[src/sv/assert_macros.svh]
// Assertion macros used by the top-level RTL file of the CSV filler block.
`ifndef ASSERT_MACROS_SVH
`define ASSERT_MACROS_SVH

// Expression must hold at every clock edge outside reset.
`define ASSERT_ALWAYS(label, expr, msg) \
  label: assert property (@(posedge clk) disable iff (rst) (expr)) else $error(msg);

// Antecedent in this cycle implies consequent in the next cycle.
`define ASSERT_NEXT(label, ante, cons, msg) \
  label: assert property (@(posedge clk) disable iff (rst) (ante) |=> (cons)) else $error(msg);

`endif

[src/sv/cefu_pkg.sv]
// Types, character codes and sizes for the CSV empty field filler.
package cefu_pkg;

  // Longest run of output bytes one input byte can cause.
  localparam int RUN_MAX = 9;
  localparam int CNT_W   = $clog2(RUN_MAX + 1);
  localparam int PH_LEN  = 6;

  localparam logic [7:0] CH_COMMA = 8'd44;
  localparam logic [7:0] CH_QUOTE = 8'd34;
  localparam logic [7:0] CH_NL    = 8'd10;
  localparam logic [7:0] CH_X     = 8'd88;

  typedef enum logic [2:0] {
    MODE_START  = 3'd0,
    MODE_BREAK  = 3'd1,
    MODE_INVAL  = 3'd2,
    MODE_QUOTED = 3'd3,
    MODE_DQ     = 3'd4
  } mode_t;

  // Parser state carried from byte to byte.
  typedef struct packed {
    mode_t mode;
    logic  quote_pending;
    logic  break_after_quote;
  } pstate_t;

  // Output bytes caused by one input byte.
  typedef struct packed {
    logic [RUN_MAX-1:0][7:0] bytes;
    logic [CNT_W-1:0]        count;
  } run_t;

endpackage

[src/sv/cefu_step.sv]
// Per-byte parser step: next state and the run of output bytes.
module cefu_step (
  input  cefu_pkg::pstate_t st,
  input  logic [7:0]        in_byte,
  output cefu_pkg::pstate_t st_next,
  output cefu_pkg::run_t    run
);
  import cefu_pkg::*;

  always_comb begin
    pstate_t          s;
    run_t             r;
    logic [CNT_W-1:0] cnt;
    logic             hdl;
    s   = st;
    r   = '0;
    cnt = '0;
    hdl = 1'b1;

    // Resolve a held quote against this byte
    if (s.quote_pending) begin
      s.quote_pending = 1'b0;
      if (in_byte == CH_QUOTE && (s.mode == MODE_QUOTED || s.mode == MODE_DQ)) begin
        r.bytes[0] = CH_QUOTE;
        r.bytes[1] = CH_QUOTE;
        cnt = CNT_W'(2);
        s.mode = (s.mode == MODE_QUOTED) ? MODE_DQ : MODE_QUOTED;
        hdl = 1'b0;
      end else if (s.mode == MODE_QUOTED) begin
        r.bytes[0] = CH_QUOTE;
        r.bytes[1] = CH_COMMA;
        cnt = CNT_W'(2);
        s.mode = MODE_BREAK;
        s.break_after_quote = 1'b1;
      end
    end

    // Normal handling of the byte in the current mode
    if (hdl) begin
      case (s.mode)
        MODE_BREAK: begin
          if (in_byte == CH_COMMA) begin
            if (!s.break_after_quote) begin
              for (int k = 0; k < PH_LEN; k++) begin
                r.bytes[cnt] = CH_X;
                cnt = cnt + 1'b1;
              end
              r.bytes[cnt] = CH_COMMA;
              cnt = cnt + 1'b1;
            end
          end else if (in_byte == CH_NL) begin
            for (int k = 0; k < PH_LEN; k++) begin
              r.bytes[cnt] = CH_X;
              cnt = cnt + 1'b1;
            end
            r.bytes[cnt] = CH_NL;
            cnt = cnt + 1'b1;
            s.mode = MODE_START;
          end else begin
            r.bytes[cnt] = in_byte;
            cnt = cnt + 1'b1;
            s.mode = (in_byte == CH_QUOTE) ? MODE_QUOTED : MODE_INVAL;
          end
          s.break_after_quote = 1'b0;
        end
        MODE_INVAL: begin
          if (in_byte == CH_COMMA) begin
            r.bytes[cnt] = in_byte;
            cnt = cnt + 1'b1;
            s.mode = MODE_BREAK;
            s.break_after_quote = 1'b0;
          end else if (in_byte == CH_NL) begin
            r.bytes[cnt] = CH_NL;
            cnt = cnt + 1'b1;
            s.mode = MODE_START;
          end else if (in_byte != CH_QUOTE) begin
            r.bytes[cnt] = in_byte;
            cnt = cnt + 1'b1;
          end
        end
        MODE_QUOTED, MODE_DQ: begin
          // Quotes wait one byte; newlines inside quotes are dropped
          if (in_byte == CH_QUOTE) begin
            s.quote_pending = 1'b1;
          end else if (in_byte != CH_NL) begin
            r.bytes[cnt] = in_byte;
            cnt = cnt + 1'b1;
          end
        end
        default: begin
          // Start of line; unused codes behave the same
          if (in_byte == CH_COMMA) begin
            for (int k = 0; k < PH_LEN; k++) begin
              r.bytes[cnt] = CH_X;
              cnt = cnt + 1'b1;
            end
            r.bytes[cnt] = CH_COMMA;
            cnt = cnt + 1'b1;
            s.mode = MODE_BREAK;
            s.break_after_quote = 1'b0;
          end else if (in_byte == CH_QUOTE) begin
            r.bytes[cnt] = in_byte;
            cnt = cnt + 1'b1;
            s.mode = MODE_QUOTED;
          end else if (in_byte == CH_NL) begin
            r.bytes[cnt] = CH_NL;
            cnt = cnt + 1'b1;
            s.mode = MODE_START;
          end else begin
            r.bytes[cnt] = in_byte;
            cnt = cnt + 1'b1;
            s.mode = MODE_INVAL;
          end
        end
      endcase
    end

    r.count = cnt;
    st_next = s;
    run     = r;
  end

endmodule

[src/sv/csv_empty_field_filler_unit.sv]
// Top level: CSV empty field filler with input skid and output run buffer.
// The first output word appears in the cycle after accept if the run buffer is free,
// else the word waits in the skid register until the current run ends.
// Throughput: one output word per cycle unless out_stall; an input word causing n
// output words keeps the run buffer until all are taken; plain text flows alike.
// in_stall is the skid full flag. Synchronous active-high rst: start of line.
module csv_empty_field_filler_unit (
  input  logic       clk,
  input  logic       rst,
  input  logic       in_valid,
  output logic       in_stall,
  input  logic [7:0] in_byte,
  output logic       out_valid,
  input  logic       out_stall,
  output logic [7:0] out_byte,
  output logic       last_of_run
);
  import cefu_pkg::*;
`include "assert_macros.svh"

  pstate_t          st, st_next;
  run_t             run_new;
  logic             skid_valid;
  logic [7:0]       skid_byte;
  logic             buf_valid;
  run_t             run_buf;
  logic [CNT_W-1:0] idx;
  logic             in_fire, out_fire, is_last, buf_free, load_buf;
  logic [7:0]       step_byte;

  assign in_stall  = skid_valid;
  assign in_fire   = in_valid && !in_stall;
  assign out_valid = buf_valid;
  assign out_fire  = out_valid && !out_stall;
  assign is_last   = (idx + 1'b1) == run_buf.count;
  assign out_byte    = run_buf.bytes[idx];
  assign last_of_run = is_last;

  // Run buffer takes a new run when empty or finishing its last word
  assign buf_free  = !buf_valid || (out_fire && is_last);
  assign step_byte = skid_valid ? skid_byte : in_byte;
  assign load_buf  = buf_free && (skid_valid || in_fire);

  cefu_step u_step (
    .st      (st),
    .in_byte (step_byte),
    .st_next (st_next),
    .run     (run_new)
  );

  // Parser state advances when a word enters the run buffer
  always_ff @(posedge clk) begin
    if (rst) begin
      st <= '{mode: MODE_START, quote_pending: 1'b0, break_after_quote: 1'b0};
    end else if (load_buf) begin
      st <= st_next;
    end
  end

  // Skid register
  always_ff @(posedge clk) begin
    if (rst) begin
      skid_valid <= 1'b0;
    end else if (skid_valid) begin
      if (buf_free) skid_valid <= 1'b0;
    end else if (in_fire && !buf_free) begin
      skid_valid <= 1'b1;
    end
  end

  always_ff @(posedge clk) begin
    if (!skid_valid && in_fire && !buf_free) begin
      skid_byte <= in_byte;
    end
  end

  // Run buffer and read index
  always_ff @(posedge clk) begin
    if (rst) begin
      buf_valid <= 1'b0;
      idx       <= '0;
    end else if (load_buf) begin
      buf_valid <= (run_new.count != '0);
      idx       <= '0;
    end else if (out_fire) begin
      if (is_last) begin
        buf_valid <= 1'b0;
        idx       <= '0;
      end else begin
        idx <= idx + 1'b1;
      end
    end
  end

  always_ff @(posedge clk) begin
    if (load_buf) begin
      run_buf <= run_new;
    end
  end

  `ASSERT_ALWAYS(a_run_nonempty, !out_valid || (run_buf.count != '0), "empty run shown")
  `ASSERT_ALWAYS(a_idx_in_run, !out_valid || (idx < run_buf.count), "read index past run")
  `ASSERT_ALWAYS(a_qp_mode,
                 !st.quote_pending || (st.mode == MODE_QUOTED || st.mode == MODE_DQ),
                 "pending quote outside quotes")
  `ASSERT_ALWAYS(a_baq_mode, !st.break_after_quote || (st.mode == MODE_BREAK),
                 "quote break flag outside break mode")
  `ASSERT_NEXT(a_run_continues, out_fire && !is_last, out_valid, "run cut short")

endmodule

[config.mk]
export PLATFORM = sky130hd
export DESIGN_NAME = csv_empty_field_filler_unit
export DESIGN_NICKNAME = d
export VERILOG_FILES = /design/src/sv/cefu_pkg.sv /design/src/sv/cefu_step.sv /design/src/sv/csv_empty_field_filler_unit.sv
export VERILOG_INCLUDE_DIRS = /design/src /design/src/sv
export SDC_FILE = /design/constraint.sdc
export NUM_CORES = 1
export LEC_CHECK = 0
export BUFFER_PORTS_ARGS = -buffer_cell sky130_fd_sc_hd__buf_2
export CAP_MARGIN = 0
export CORE_MARGIN = 2
export CORE_UTILIZATION = 30
export CTS_CLUSTER_SIZE = 24
export DETAILED_ROUTE_END_ITERATION = 12
export GPL_ROUTABILITY_DRIVEN = 0
export GPL_TIMING_DRIVEN = 0
export PLACE_DENSITY_LB_ADDON = 0.3
export SLEW_MARGIN = 0
export SYNTH_ARGS = -nofsm -noshare
export SYNTH_HDL_FRONTEND = slang
export SYNTH_SLANG_ARGS = --single-unit
[constraint.sdc]
create_clock -name clk -period 4.1 [get_ports clk]
set_input_delay 0.41 -clock clk [delete_from_list [all_inputs] [get_ports clk]]
set_output_delay 0.41 -clock clk [all_outputs]
set_load 0.02 [all_outputs]
Word-level counts from Yosys, hierarchy flattened --
Cells that the tools add are included.
Cells by class: order comparisons 15, equal/unequal tests 12, add/sub/neg operators 8, multiplexer cells 77, reductions and logical operators 28, bitwise logic cells 27
Operators with widths (count):
- 2-to-1 mux 72 bit | 11
- inverter 45 bit | 7
- bitwise AND 45 bit | 6
- demux 8 bit (select 4 bit) | 7
- one-hot mux 72 bit (3 select lines) | 1
- bitwise OR 27 bit | 6
- inverter 54 bit | 2
- bitwise mux 72 bit | 1
- 2-to-1 mux 8 bit | 9
- bitwise AND 12 x 54 -> 54 bit | 1
- bitwise AND 54 bit | 1
- 2-to-1 mux 4 bit | 13
- 2-to-1 mux 16 bit | 3
- bitwise AND 10 x 45 -> 45 bit | 1
- < comparator 4 x 5 -> 1 bit (second input constant) | 8
- adder 4 x 1 -> 4 bit (second input constant) | 8
- binary-select mux 8 bit (select 4 bit) | 1
- greater-or-equal comparator 4 x 1 -> 1 bit (second input constant) | 7
- 2-to-1 mux 3 bit | 9
- bitwise OR 6 x 27 -> 27 bit | 1
- bitwise OR 18 bit | 1
- bitwise OR 4 x 18 -> 18 bit | 1
- equality test 8 x 6 -> 1 bit (second input constant) | 2
- logical AND 1 bit | 15
- 20 further kinds | 45
Word-level totals: output and inout bits 11, bits of input ports 12, register bits 95, word-level logic and storage cells 184

Depth between registers and ports, before layout --
Gate-level depths: netlist (run 1).
depth after elaboration 21, depth in mapped cells 13, gate-level depth less buffers 11

Hierarchy --
A second synthesis (run 1) with hierarchy kept.
Second synthesis, totals: cell total of the unflattened synthesis 413, area, all modules 5163.7 sq um
By module, submodules not included:
- csv_empty_field_filler_unit | seq. area each 2742.6 sq um, cells each 210, area an instance 3836.2 sq um, times used 1
- cefu_step | seq. area each 0.0 sq um, cells each 203, area an instance 1327.5 sq um, times used 1

Least setup slack after synthesis (run 1) --
No wires, ideal clock.
path type register -> register, start register skid_valid (netlist: in_stall), end register run_buf[10] in the netlist's numbering (data pin), arrival time 2.863 ns, slack 1.085 ns, stages on the path, launching flop included 14, data required time 3.948 ns, library setup time 0.152 ns, period minus slack after synthesis 3.015 ns, path buffers 2, path through dfxtp_1 buf_6 or4bb_1 and2_4 buf_6 nand2b_1 nand2_1 inv_1 nor2_1 ha_1 nor3_1 o32ai_1 or3b_2 a31oi_1
Between the ends: word-level cells in the longest chain between the ends 21, elaborated cells on any way between the ends 88, classes of those cells add/sub (6); order compare (14); eq/ne (9); mux (38); bitwise (12); reduce/logical (9)
RTL lines:
- from (decl) | RTL line csv_empty_field_filler_unit.sv:23 | logic skid_valid;
- from (signal assigned) | RTL line csv_empty_field_filler_unit.sv:63 | skid_valid <= 1'b0;
- from (signal assigned) | RTL line csv_empty_field_filler_unit.sv:65 | if (buf_free) skid_valid <= 1'b0;
- from (signal assigned) | RTL line csv_empty_field_filler_unit.sv:67 | skid_valid <= 1'b1;
- 2-to-1 mux 8 bit * | RTL line csv_empty_field_filler_unit.sv:41 | assign step_byte = skid_valid ? skid_byte : in_byte;
- equality test 8 x 6 -> 1 bit | RTL line cefu_step.sv:23, cefu_step.sv:83, cefu_step.sv:101
- logical AND 1 bit | RTL line cefu_step.sv:23 | if (in_byte == CH_QUOTE && (s.mode == MODE_QUOTED || s.mode == MODE_DQ)) begin
- 2-to-1 mux 4 bit | RTL line cefu_step.sv:23
- 2-to-1 mux 4 bit | RTL line cefu_step.sv:21 | if (s.quote_pending) begin
- adder 4 x 1 -> 4 bit (6 in series) | RTL line cefu_step.sv:46, cefu_step.sv:54, cefu_step.sv:95
- < comparator 4 x 5 -> 1 bit (implied by the code) / greater-or-equal comparator 4 x 1 -> 1 bit (equally long branches) | RTL line cefu_step.sv:48, cefu_step.sv:56, cefu_step.sv:97
- logical AND 1 bit (implied by the code) | RTL line cefu_step.sv:48, cefu_step.sv:56, cefu_step.sv:97
- 2-to-1 mux 8 bit (implied by the code) | RTL line cefu_step.sv:48, cefu_step.sv:56, cefu_step.sv:97
- demux 8 bit (select 4 bit)
- inverter 54 bit (no source line) / inverter 45 bit (equally long branches)
- bitwise AND 54 bit (no source line) / bitwise AND 45 bit (equally long branches)
- 2-to-1 mux 72 bit (on tied branches) | RTL line cefu_step.sv:51, cefu_step.sv:43
- 2-to-1 mux 72 bit | RTL line cefu_step.sv:42 | if (in_byte == CH_COMMA) begin
- one-hot mux 72 bit (3 select lines) | RTL line cefu_step.sv:40 | case (s.mode)
- 2-to-1 mux 16 bit * | RTL line cefu_step.sv:39 | if (hdl) begin
- to (signal assigned) | RTL line csv_empty_field_filler_unit.sv:97 | run_buf <= run_new;
- to (decl) | RTL line csv_empty_field_filler_unit.sv:26 | run_t run_buf;
Mark *: on every way between the ends. The rest lies on a longest branch, timed or not. A chain may end at the register's enable or synchronous reset.

Worst setup path after layout (run 1) --
Same ends and word-level chain as after synthesis.

==> flow_summary.yaml, run 1 <==
global_route:
  antenna_found_initial: 0
  track_usage_pct: 14.3
  grt_max_degree: 38
  grt_pass1_vias: 2454
  gr-total-overflow: 0
  grt_first_pass_wirelength_mm: 12.7
finish:
  fillers: 997
  final_cell_mix: "edfxtp_1, nor2_1, a21oi_1"
  fin_nets: 366
  drive_above_1_share_pct: 14.4
  num_antenna_cells: 0
  area_growth_pct: 13.3
  final_common_cell: "edfxtp_1"
timing:
  skew_ns: 0.00333
  period_minus_slack_ns: 3.64
  rsz0062_at_grt: "no"
  fin_setup_tns_ns: 0
  fmax_mhz: 274
  setup_viol: 0
  relSlewSlack_pct: 15.5
  min_period_over_period_pct: 88.9
  hold_ws_ns: 0.314
  tightest_slew_ns: 1.27
  hold_viol: 0
  drv_slew: 0
power:
  combPwrFrac_pct: 17.1
  clockPowerShare_pct: 33.7
  switchingPower_w: 0.000329
  seq_power_share_pct: 49.3
  p_leak_nw: 1.20
  power.total_w: 0.00124
  swShare_pct: 26.5
  irDropWorstVdd_mv: 0.141
  p_int_w: 0.000912
  p_per_area_nw_per_um2: 356
critical_path:
  crit_type: "flip-flop to flip-flop"
  startpoint_type: "flip-flop"
  crit_buf_inv: 2
  path_depth: 11
  end_kind: "flip-flop"
  cp.required_ns: 4.14
  r2r_cells: 11
  cpMaxStageDelayCell: "or4b_4"
  crit_arrival_ns: 3.68
  r2r_setup_slack_ns: 0.46
  worstReg2RegEnd: "run_buf[10]"
  crit_family: "simple AND/OR/NAND/NOR gates"
  crit_path_max_fanout: 11
  cpPeakStageDelay_ns: 0.54
  cp_common_cell: "nand2_1"
  crit_chain: "buf_6 > or4b_4 > a2111oi_0 > nand2_1 > nand2_1 > clkinv_1 > ha_1 > nor3_1 > o32ai_1 > or3b_2 > a31oi_1"
  crit_end: "run_buf[10]"
  r2r-start: "in_stall"
  cp-startpoint: "in_stall"
clocking:
  cts.path.max_buffers: 2
  cts_resized: 0
  ctsHtreeMaxLevel: 2
  clkLatencyLatePin_ns: 0.31
  post-cts-setup-buffer-count: 0
  hold_buffers: 0
  numCtsBuffers: 5
  path_clk_slew_ns: 0.09
  clock-sinks: 50
  cts_tree: "done"
  root_buffer: "clkbuf_8"
worst_hold_path:
  hp-class: "primary input to flip-flop"
floorplan:
  fp.coreArea_um2: 9860
  fp.dieArea_um2: 11100
  die_w_um: 105
  io_pins: 23
  start_util_pct: 31.1
  rows: 36
  die_y_um: 105
logic_synthesis:
  synth-main-ff-cell: "edfxtp_1"
  synth_cell_types: 63
  ys_async_sr_fraction_pct: 0
  ys_seq_elements: 50
  netlist_area_um2: 3070
  syn_inst: 319
  ys_warn_count: 0
  postSynthAreaPerCell_um2: 9.63
  syn-num-nets: 338
  synth_edf_count: 39
  synth-seq-area-share_pct: 45.3
outcome:
  status: "completed"
drt:
  drt_iter0_drc: 238
  drt-total-wl_mm: 7.75
  via_count: 2571
  dr.pass1.iters: 5
  drc: 0
  wl_per_cell_um: 16.1
  viasPerCell: 5.35
  drtAntennaViolNets: 0
placement:
  port_buffers: 21
  hpwlAfterDp_mm: 5.87
flow_run:
  drv_cap: 0
## final cells by class
| cell class | instances | area, µm² | share of cell area [%] |
|---|---|---|---|
| Multi-Input combinational cell | 244 | 1560 | 44.9 |
| Sequential cell | 50 | 1390 | 40.0 |
| Tap cell | 133 | 166 | 4.78 |
| Timing Repair Buffer | 21 | 105 | 3.02 |
| Buffer | 15 | 80.1 | 2.30 |
| Clock buffer | 5 | 68.8 | 1.98 |
| Clock inverter | 3 | 68.8 | 1.98 |
| Inverter | 10 | 37.5 | 1.08 |
## cell usage after synthesis (all sizes together) (7+ instances only)
| master | count | area [µm²] |
|---|---|---|
| a21oi | 28 | 140 |
| clkbuf | 9 | 33.8 |
| dfxtp | 11 | 220 |
| edfxtp | 39 | 1170 |
| ha | 7 | 87.6 |
| inv | 9 | 33.8 |
| mux2 | 9 | 101 |
| mux2i | 15 | 150 |
| nand2 | 27 | 101 |
| nand3 | 9 | 45.0 |
| nor2 | 34 | 128 |
| nor3 | 10 | 50.1 |
| o21ai | 28 | 140 |
## worst reg2reg max path: cells and delay by family (launching register included)
family          cells  cell delay (ns)
compound gates      3             0.75
fa+ha+maj           1             0.36
buf+inv             2             0.51
flops               1             0.38
simple gates        5             1.37
## sequential cells by signal (all words and copies together) (netlist names)
name       cells
idx            4
run_buf       31
out_valid      1
skid_byte      8
st             5
in_stall       1
## per-layer routing
layer  wire length [µm]  share of wire, %  global-route usage, %  vias up
met5                  0                 0                      0        -
met3                417               5.4                   2.99       15
li1                   -                 -                      -     1256
met1               3540                46                   18.7     1193
met4                217               2.8                   4.57        0
met2               3580                46                   23.6      107
## power by group through the flow
stage | registers, W | clock network (W) | logic (W)
after global routing | 0.000616 | 0.000448 | 0.000231
after global placement | 0.000622 | 0 | 0.000208
final | 0.000611 | 0.000418 | 0.000212
after CTS | 0.000611 | 0.000426 | 0.000210
after detailed placement | 0.000623 | 0 | 0.000210
after floorplan | 0.000618 | 0 | 0.000148
## worst min-delay path by stage
stage	slack, ns	startpoint	cells after the start	to
2_1_floorplan	0.50	st[1]	2	st[1]
3_3_place_gp	0.54	st[0]	2	st[0]
3_5_place_dp	0.54	st[1]	2	st[1]
4_1_cts	0.31	in_byte[3]	1	skid_byte[3]
5_1_grt	0.30	in_byte[3]	1	skid_byte[3]
6_report	0.31	in_byte[3]	1	skid_byte[3]
## through the flow
step                instance area (µm²)  std cells  util, %  setup slack, ns
floorplan                          3070        319        -             1.08
global placement                   3340        473     33.9            0.535
detailed placement                 3340        473     33.9            0.563
CTS                                3480        481     35.3            0.501
global route                       3480        481     35.3            0.238
finish                             3480        481     35.3            0.457
## kinds of logic after synthesis
kind of cell | synth area share, %
fa+ha+maj | 2.85
xor+xnor | 2.28
buf+inv | 3.83
compound gates | 18.7
flops | 45.3
simple gates | 18.9
mux | 8.19
No activity file was read; power rests on OpenSTA's default activity.
==> inputs of run 2 (changes only) <==
Settings changed: PLACE_DENSITY from default to 0.55, PLACE_DENSITY_LB_ADDON 0.3 to default.
==> run 2 against run 1 <==
Net effect: fmax up 0.92%; clock skew up 0.0026 ns; non-clock buffer count unchanged; flip-flop and latch count unchanged; critical path depth unchanged; worst hold slack better by 0.0081 ns; cell count unchanged; register-to-register slack better by 0.03 ns; clock power down 30%; final area down 1.4%; routed wire length down 1.2%.
==> flow_summary.yaml, run 2 (synthesis results as in run 1) <==
power:
  clockPowerShare_pct: 26.1
  switchingPower_w: 0.000325
  seq_power_share_pct: 54.9
  p_leak_nw: 1.17
  combPwrFrac_pct: 19.0
  p_int_w: 0.000788
  swShare_pct: 29.2
  irDropWorstVdd_mv: 0.108
  p_per_area_nw_per_um2: 324
clocking:
  ctsHtreeMaxLevel: 2
  path_clk_slew_ns: 0.10
  post-cts-setup-buffer-count: 0
  clkLatencyLatePin_ns: 0.30
  root_buffer: "clkbuf_8"
  cts_resized: 0
  cts.path.max_buffers: 2
  hold_buffers: 0
  cts_tree: "done"
  numCtsBuffers: 5
  clock-sinks: 50
finish:
  area_growth_pct: 11.7
  num_antenna_cells: 0
  fin_nets: 366
  finalCoreUtilization_pct: 34.8
  final_cell_mix: "edfxtp_1, nor2_1, a21oi_1"
  largest_registers: "run_buf x31, skid_byte x8, st x5"
  top_register: "run_buf"
  drive_above_1_share_pct: 14.1
  largest_reg_flops: 31
  final_common_cell: "edfxtp_1"
worst_hold_path:
  hp-class: "primary input to flip-flop"
  hold_start: "in_byte[3]"
timing:
  drv_slew: 0
  hold_viol: 0
  fin_setup_tns_ns: 0
  rsz0062_at_grt: "no"
  skew_ns: 0.00592
  period_minus_slack_ns: 3.61
  setup_viol: 0
  min_period_over_period_pct: 88.0
  tightest_slew_ns: 1.18
  fin_ws_ns: 0.490
  fmax_mhz: 277
  relSlewSlack_pct: 21.4
critical_path:
  crit_chain: "buf_6 > or4bb_1 > a2111oi_0 > nand2_1 > nand2_1 > clkinv_1 > ha_1 > nor3_1 > o32ai_1 > or3b_2 > a31oi_1"
  crit_type: "flip-flop to flip-flop"
  startpoint_type: "flip-flop"
  cpPeakStageDelay_ns: 0.56
  cp-startpoint: "in_stall"
  crit_path_max_fanout: 11
  end_kind: "flip-flop"
  crit_family: "simple AND/OR/NAND/NOR gates"
  r2r-start: "in_stall"
  cpMaxStageDelayCell: "a2111oi_0"
  cp.required_ns: 4.13
  cp_common_cell: "nand2_1"
  crit_buf_inv: 2
  crit_arrival_ns: 3.64
global_route:
  grt_first_pass_wirelength_mm: 13.0
  antenna_found_initial: 0
  gr-total-overflow: 0
  track_usage_pct: 14.5
  grt_pass1_vias: 2522
  grt_max_degree: 38
floorplan:
  die_w_um: 105
  rows: 36
  start_util_pct: 31.1
  io_pins: 23
  fp.dieArea_um2: 11100
  fp.coreArea_um2: 9860
  die_y_um: 105
placement:
  pre_cts_slack_ns: 0.561
  hpwlAfterDp_mm: 5.89
  port_buffers: 21
drt:
  viasPerCell: 5.30
  drt-total-wl_mm: 7.66
  drt_iter0_drc: 260
  drc: 0
  wl_per_cell_um: 15.9
  via_count: 2550
  dr.pass1.iters: 4
  drtAntennaViolNets: 0
outcome:
  status: "completed"
flow_run:
  drv_cap: 0
run 2: worst paths after layout:
kind	slack, ns	cells after the start	end
setup / recovery	0.49	11	run_buf[10]
setup reg to reg	0.49	11	run_buf[10]
hold / removal	0.32	1	skid_byte[3]
hold reg to reg	0.55	2	st[0]
run 2: area by class of cell:
cell class,instances,area [µm²]
inverters,10,37.5
well taps,133,166
clock buffers,6,72.6
plain buffers,15,80.1
multi-input cells,244,1560
fillers,1002,6430
repair buffers,21,105
flip-flops and latches,50,1390
clock inverters,2,15.0
run 2: per-layer routing:
metal | global-route usage [%] | wire [µm] | vias up
li1 | - | - | 1255
met1 | 19.9 | 3630 | 1210
met2 | 22.6 | 3540 | 72
met3 | 2.74 | 309 | 13
met4 | 5.05 | 174 | 0
met5 | 0 | 0 | -
run 2: per-stage QoR:
step / area (µm²) / total power (W) / hold WS (ns) / std cells
final: 3430 / 0.00111 / 0.322 / 481
after global routing: 3430 / 0.00117 / 0.309 / 481
after CTS: 3430 / 0.00112 / 0.314 / 481
after detailed placement: 3340 / 0.000833 / 0.538 / 473
after global placement: 3340 / 0.000831 / 0.541 / 473
after floorplan: 3070 / 0.000766 / 0.501 / 319
run 2: power groups by stage:
stage	Clock [W]	Sequential, W	Combinational, W
detailed placement	0	0.000623	0.000210
CTS	0.000300	0.000611	0.000211
floorplan	0	0.000618	0.000148
global route	0.000320	0.000615	0.000234
global placement	0	0.000622	0.000209
finish	0.000291	0.000611	0.000211
